$ cat config.mk
export PLATFORM = sky130hd
export DESIGN_NAME = hpac_law
export DESIGN_NICKNAME = d
export VERILOG_FILES = /design/src/rtl/core/hpac_pkg.sv /design/src/rtl/core/hpac_law.sv
export SDC_FILE = /design/constraint.sdc
export NUM_CORES = 2
export LEC_CHECK = 0
export ABC_CLOCK_PERIOD_IN_PS = 45900
export BUFFER_PORTS_ARGS = -buffer_cell sky130_fd_sc_hd__buf_2
export CORE_UTILIZATION = 45
export DETAILED_ROUTE_END_ITERATION = 7
export PLACE_DENSITY = 0.7
export SYNTH_ARGS = -nofsm -noshare
export SYNTH_HDL_FRONTEND = slang
export SYNTH_SLANG_ARGS = --single-unit
export TNS_END_PERCENT = 1
$ cat constraint.sdc
create_clock -name vclk -period 45.9
set_input_delay 6.885 -clock vclk [all_inputs]
set_output_delay 6.885 -clock vclk [all_outputs]
set_load 0.1 [all_outputs]
$ cat src/rtl/core/hpac_pkg.sv
// Package with the shared configuration type, register indexes and constants of the hover controller.
package hpac_pkg;

	localparam int GAIN_SHIFT = 20;
	localparam logic signed [31:0] FEEDFORWARD = 32'sd2048;

	localparam int CFG_INDEX_W = 3;
	localparam int CFG_DATA_W = 24;

	localparam logic [CFG_INDEX_W-1:0] REG_TARGET_ALTITUDE = 3'd0;
	localparam logic [CFG_INDEX_W-1:0] REG_ALTITUDE_P_GAIN = 3'd1;
	localparam logic [CFG_INDEX_W-1:0] REG_ALTITUDE_I_GAIN = 3'd2;
	localparam logic [CFG_INDEX_W-1:0] REG_TILT_GAIN = 3'd3;
	localparam logic [CFG_INDEX_W-1:0] REG_INTEGRAL_LIMIT = 3'd4;
	localparam logic [CFG_INDEX_W-1:0] REG_THROTTLE_MIN = 3'd5;
	localparam logic [CFG_INDEX_W-1:0] REG_THROTTLE_MAX = 3'd6;
	localparam logic [CFG_INDEX_W-1:0] REG_TILT_LIMIT = 3'd7;

	typedef struct packed {
		logic signed [15:0] target_altitude;
		logic [23:0] altitude_p_gain;
		logic [23:0] altitude_i_gain;
		logic [23:0] tilt_gain;
		logic [22:0] integral_limit;
		logic [12:0] throttle_min;
		logic [12:0] throttle_max;
		logic [12:0] tilt_limit;
	} cfg_t;

	localparam cfg_t CFG_RESET = '{
		target_altitude: -16'sd1229,
		altitude_p_gain: 24'd209715,
		altitude_i_gain: 24'd524,
		tilt_gain: 24'd104858,
		integral_limit: 23'd819200,
		throttle_min: 13'd1638,
		throttle_max: 13'd2744,
		tilt_limit: 13'd410
	};

endpackage

$ cat src/rtl/core/hpac_law.sv
// Control law of the hover controller: integrator update, PI throttle and P tilt with clamps.
module hpac_law (
	input  hpac_pkg::cfg_t      cfg,
	input  logic signed [15:0]  meas_x,
	input  logic signed [15:0]  meas_y,
	input  logic signed [15:0]  meas_z,
	input  logic signed [23:0]  error_sum,
	output logic signed [23:0]  error_sum_next,
	output logic [12:0]         throttle_cmd,
	output logic signed [13:0]  roll_ang,
	output logic signed [13:0]  pitch_ang
);

	logic signed [16:0] z_err;
	logic signed [24:0] sum_raw;
	logic signed [24:0] sum_lim;
	logic signed [24:0] sum_clamped;
	logic signed [17:0] neg_err;
	logic signed [24:0] neg_sum;
	logic signed [24:0] p_gain_s;
	logic signed [24:0] i_gain_s;
	logic signed [24:0] tilt_gain_s;
	logic signed [42:0] p_prod;
	logic signed [49:0] i_prod;
	logic signed [31:0] thr_sum;
	logic signed [31:0] thr_lo;
	logic signed [31:0] thr_hi;
	logic signed [31:0] thr_clamped;
	logic signed [16:0] neg_x;
	logic signed [41:0] roll_prod;
	logic signed [41:0] pitch_prod;
	logic signed [21:0] roll_term;
	logic signed [21:0] pitch_term;
	logic signed [21:0] tilt_lim;
	logic signed [21:0] roll_clamped;
	logic signed [21:0] pitch_clamped;

	assign p_gain_s = $signed({1'b0, cfg.altitude_p_gain});
	assign i_gain_s = $signed({1'b0, cfg.altitude_i_gain});
	assign tilt_gain_s = $signed({1'b0, cfg.tilt_gain});

	assign z_err = 17'(cfg.target_altitude) - 17'(meas_z);
	assign sum_raw = 25'(error_sum) + 25'(z_err);
	assign sum_lim = $signed({2'b00, cfg.integral_limit});

	always_comb begin
		sum_clamped = sum_raw;
		if (sum_clamped > sum_lim) begin
			sum_clamped = sum_lim;
		end
		if (sum_clamped < -sum_lim) begin
			sum_clamped = -sum_lim;
		end
	end

	assign error_sum_next = sum_clamped[23:0];

	assign neg_err = -18'(z_err);
	assign neg_sum = -sum_clamped;
	assign p_prod = p_gain_s * neg_err;
	assign i_prod = i_gain_s * neg_sum;

	// Taking the upper bits of a signed product is an arithmetic shift, rounding down.
	assign thr_sum = hpac_pkg::FEEDFORWARD
		+ 32'($signed(p_prod[42:hpac_pkg::GAIN_SHIFT]))
		+ 32'($signed(i_prod[49:hpac_pkg::GAIN_SHIFT]));
	assign thr_lo = $signed({19'b0, cfg.throttle_min});
	assign thr_hi = $signed({19'b0, cfg.throttle_max});

	always_comb begin
		thr_clamped = thr_sum;
		if (thr_clamped < thr_lo) begin
			thr_clamped = thr_lo;
		end
		if (thr_clamped > thr_hi) begin
			thr_clamped = thr_hi;
		end
	end

	assign throttle_cmd = thr_clamped[12:0];

	assign neg_x = -17'(meas_x);
	assign roll_prod = tilt_gain_s * neg_x;
	assign pitch_prod = tilt_gain_s * meas_y;
	assign roll_term = roll_prod[41:hpac_pkg::GAIN_SHIFT];
	assign pitch_term = pitch_prod[41:hpac_pkg::GAIN_SHIFT];
	assign tilt_lim = $signed({9'b0, cfg.tilt_limit});

	always_comb begin
		roll_clamped = roll_term;
		if (roll_clamped > tilt_lim) begin
			roll_clamped = tilt_lim;
		end
		if (roll_clamped < -tilt_lim) begin
			roll_clamped = -tilt_lim;
		end
		pitch_clamped = pitch_term;
		if (pitch_clamped > tilt_lim) begin
			pitch_clamped = tilt_lim;
		end
		if (pitch_clamped < -tilt_lim) begin
			pitch_clamped = -tilt_lim;
		end
	end

	assign roll_ang = roll_clamped[13:0];
	assign pitch_ang = pitch_clamped[13:0];

endmodule

# Word level (Yosys, flattened, before mapping)
# Index checks and enable logic that the tools add are counted.
# op_classes
add_sub_neg,9
multipliers,4
magnitude_cmp,8
n_mux,8
# ops
cell,count
multiplier 25 x 25 -> 50 bit,1
2-to-1 mux 25 bit,2
less-than comparator 22 bit,2
2-to-1 mux 22 bit,2
multiplier 25 x 18 -> 43 bit,1
multiplier 25 x 17 -> 42 bit,1
multiplier 25 x 16 -> 41 bit,1
greater-than comparator 32 x 14 -> 1 bit,1
2-to-1 mux 32 bit,1
adder 24 x 30 -> 31 bit,1
less-than comparator 31 x 14 -> 1 bit,1
2-to-1 mux 14 bit,2
adder 24 x 17 -> 25 bit,1
greater-than comparator 25 x 24 -> 1 bit,1
less-than comparator 25 bit,1
negation 23 -> 25 bit,1
negation 25 bit,1
"adder 13 x 23 -> 24 bit, first input constant",1
greater-than comparator 22 x 14 -> 1 bit,1
negation 13 -> 22 bit,1
greater-than comparator 21 x 14 -> 1 bit,1
negation 17 -> 18 bit,1
negation 16 -> 17 bit,1
subtractor 16 x 16 -> 17 bit,1
2-to-1 mux 13 bit,1
# word_totals
output_inout_bits,65
elab_cells,29
regBits,0
input_bits,222

# Longest topological paths before layout
# depth
depth_word,13
depth_mapped,128

# Least setup slack after synthesis
# Ideal clock, no wire load.
# synth_timing
path_kind,in2out
start,input meas_z[1]
end,output throttle_cmd[10]
required_time_ps,39015
cell_stages,118
arrival_ps,33410
setup_slack_ps,5605
path_cell_list,inv_1 ha_1 nor2b_1 o21ai_0 a21boi_0 o21ai_0 a21boi_0 o21ai_0 a21boi_0 o21ai_0 a21boi_0 o21a_1 o2111ai_1 a31oi_1 nor3_1 inv_1 ha_1 buf_2 [82 not listed] inv_1 ha_1 nor2b_1 o21a_1 o21ai_0 nand2b_1 a21oi_1 nor2b_1 o21ai_0 nand2b_1 a21oi_1 o21ai_0 a21oi_1 or2_2 a21oi_1 nand2_1 clkbuf_1 a221oi_1
# synth_between
elab_chain_cells,13
word_cells_on_any_way,16
# synth_rtl
element,line,text
"start, declared",hpac_law.sv:6,"input logic signed [15:0] meas_z,"
subtractor 16 x 16 -> 17 bit (*),hpac_law.sv:42,assign z_err = 17'(cfg.target_altitude) - 17'(meas_z);
adder 24 x 17 -> 25 bit (*),hpac_law.sv:43,assign sum_raw = 25'(error_sum) + 25'(z_err);
greater-than comparator 25 x 24 -> 1 bit,hpac_law.sv:48,if (sum_clamped > sum_lim) begin
2-to-1 mux 25 bit (*),hpac_law.sv:48,
less-than comparator 25 bit,hpac_law.sv:51,if (sum_clamped < -sum_lim) begin
2-to-1 mux 25 bit (*),hpac_law.sv:51,
named net error_sum_next[8],hpac_law.sv:8,"output logic signed [23:0] error_sum_next,"
negation 25 bit (*),hpac_law.sv:59,assign neg_sum = -sum_clamped;
multiplier 25 x 25 -> 50 bit (*),hpac_law.sv:61,assign i_prod = i_gain_s * neg_sum;
adder 24 x 30 -> 31 bit (*),hpac_law.sv:66,+ 32'($signed(i_prod[49:hpac_pkg::GAIN_SHIFT]));
less-than comparator 31 x 14 -> 1 bit,hpac_law.sv:72,if (thr_clamped < thr_lo) begin
2-to-1 mux 32 bit (*),hpac_law.sv:72,
greater-than comparator 32 x 14 -> 1 bit,hpac_law.sv:75,if (thr_clamped > thr_hi) begin
2-to-1 mux 13 bit (*),hpac_law.sv:75,
"end, declared",hpac_law.sv:9,"output logic [12:0] throttle_cmd,"
# Mark *: on every way through the listed nets, which the timed path passes. The rest lies on a longest branch.

# Worst setup path in the final report
# layout_timing
start,input meas_z[1]
end,output throttle_cmd[5]
# layout_between
elab_chain_cells,13
word_cells_on_any_way,16
# layout_rtl
element,line
subtractor 16 x 16 -> 17 bit (*),hpac_law.sv:42
adder 24 x 17 -> 25 bit,hpac_law.sv:43
greater-than comparator 25 x 24 -> 1 bit,hpac_law.sv:48
2-to-1 mux 25 bit,hpac_law.sv:48
less-than comparator 25 bit,hpac_law.sv:51
2-to-1 mux 25 bit,hpac_law.sv:51
negation 25 bit,hpac_law.sv:59
multiplier 25 x 25 -> 50 bit,hpac_law.sv:61
adder 24 x 30 -> 31 bit (*),hpac_law.sv:66
less-than comparator 31 x 14 -> 1 bit,hpac_law.sv:72
2-to-1 mux 32 bit (*),hpac_law.sv:72
greater-than comparator 32 x 14 -> 1 bit,hpac_law.sv:75
2-to-1 mux 13 bit (*),hpac_law.sv:75
# Mark *: on every way between the ends. The rest lies on a longest branch, timed or not.

==> reports/metrics.cfg <==
[outcome]
status=finished clean

[timing]
finalSetupTns_ps=0
hold-worst-slack_ps=14310
hold_violations=0
rsz0062_at_grt=no
finalSetupViolCount=0
finalMaxSlewViolations=0
min_period_over_period_pct=89.44
finalCriticalPeriod_ps=41050
fmax_mhz=24.36
worst_pin_slew_ps=1307
relSlewSlack_pct=10.40

[synthesis]
synth_compound_area_share_pct=6.418
yosys.area_share.simple_pct=18.23
synthesis.area_um2=67940
yosys.area_share.xor_xnor_pct=2.621
synth_seq_area_share_pct=0
avgSynthCellArea_um2=8.457
synthAdderAreaFrac_pct=59.84
ys_warn_count=0
synth_top_family_by_area=adder cells
synth_fp_nets=10610
syn_inst=8034
ys_types=87
synth_mux_area_share_pct=0.9097

[global_route]
grt_overflow=0
first_global_vias=58230
grt_pass1_wl_mm=315.3
grt_max_degree=54
antenna_found_initial=29
track_usage_pct=26.06

[place]
dpl-instance-area_um2=71480
dp_hpwl_mm=157.1
gp_congestion=0.9759
portBuffers=287
dp.cells=10060

[worst_setup_path]
cp-end-kind=primary output
cp_max_fo=53
cp_data_required_time_ps=39010
slowest_delay_ps=1020
path_class=in2out
path_buf_inv=12
crit_slowest_cell=xor2_2
cp_common_cell=o21ai_0
cp.arrival_ps=34170
crit_path_start_kind=input pin
crit_family=compound AO/OA/AOI/OAI gates

[drt]
wirelength_mm=193.9
vias=54470
viasPerCell=5.405
wl_per_cell_um=19.24
postRouteAntennaNets=0
drc=0
drtPass1Iterations=6
drt_iter0_markers=3502

[hold_path]
hp-class=in2out

[layout]
drive_gt1_share_pct=5.952
area_growth_pct=5.263
finalNetCount=10630
seqCellArea_um2=0
clkbuf_count=0
fin_area_um2=71520
final_cells=10080
nFlopsAndLatches=0

[clock_network]
cts.hold.buffers_added=0
post_cts_buffers=0
cts_resized=0

[job]
cap_violations=0

[floorplanning]
initial_core_util_pct=45.36
core.rowCount=142
core_area_um2=149800
io_pins=287
fp.dieW_um=390.6
dieArea_um2=152500
die_y_um=390.6

metal layers:
| metal | vias to the layer above | GRT usage (%) | wire length (um) |
|---|---|---|---|
| met5 | - | 0 | 150 |
| met4 | 24 | 6.339 | 5324 |
| met3 | 354 | 6.265 | 19300 |
| met2 | 2214 | 42.00 | 88360 |
| met1 | 27540 | 35.15 | 80790 |
| li1 | 24330 | - | - |
stage by stage:
stage	setup WS (ps)	util, %
floorplan	5605	-
global placement	5783	47.73
detailed placement	5230	47.73
CTS	5151	47.73
global route	2824	47.73
finish	4847	47.75
placed cells by master, fill, tap and decap left out, drive strengths merged, types with 27 or more instances in the layout:
| cell | n |
|---|---|
| a21oi | 197 |
| ha | 867 |
| nand3 | 61 |
| mux2i | 37 |
| buf | 366 |
| xor2 | 53 |
| xnor2 | 146 |
| or2 | 45 |
| nor2 | 230 |
| nand4 | 53 |
| and3 | 38 |
| a21o | 85 |
| inv | 1809 |
| o21bai | 27 |
| o21a | 36 |
| nor4 | 31 |
| nor3 | 67 |
| o21ai | 141 |
| nand2 | 1263 |
| and2 | 633 |
| nand2b | 81 |
| nor2b | 43 |
| fa | 1489 |
synth_stat cells, types with 43 or more instances:
cell type	instances	area share [%]
nor2_1	230	1.3
xor2_1	53	0.68
and2_1	629	5.8
nor3_1	66	0.49
a21o_1	85	0.94
o21ai_0	139	1.0
inv_1	1809	10
nor2b_1	43	0.40
fa_1	1489	44
nand4_1	52	0.48
clkbuf_1	330	1.8
xnor2_1	144	1.9
nand2b_1	81	0.75
nand2_1	1263	7.0
nand3_1	61	0.45
a21oi_1	195	1.4
ha_1	867	16
final timing paths:
path | cells after the start | start | slack [ps] | to
max | 109 | meas_z[1] | 4850 | throttle_cmd[5]
min | 4 | cfg[20] | 14310 | throttle_cmd[7]
cell families (layout without fill, tap and decap cells):
kind of cell,count (synthesis),in the layout
and+or+nand+nor,2587,2587
AOI/OAI and AO/OA,670,670
adders and majority gates,2356,2356
muxes,59,59
buffers and inverters,2162,2176
other,0,13
xor gates and xnor gates,200,200
area by class of cell:
| cell class | count | area (um2) |
|---|---|---|
| fillers | 14380 | 78260 |
| multi-input cells | 5872 | 60140 |
| diodes | 13 | 32.53 |
| well taps | 2016 | 2522 |
| inverters | 1810 | 6794 |
| repair buffers | 366 | 2029 |
Power is not shown: default switching activity piles up to over one toggle a cycle in this logic, so the estimate is an artifact.
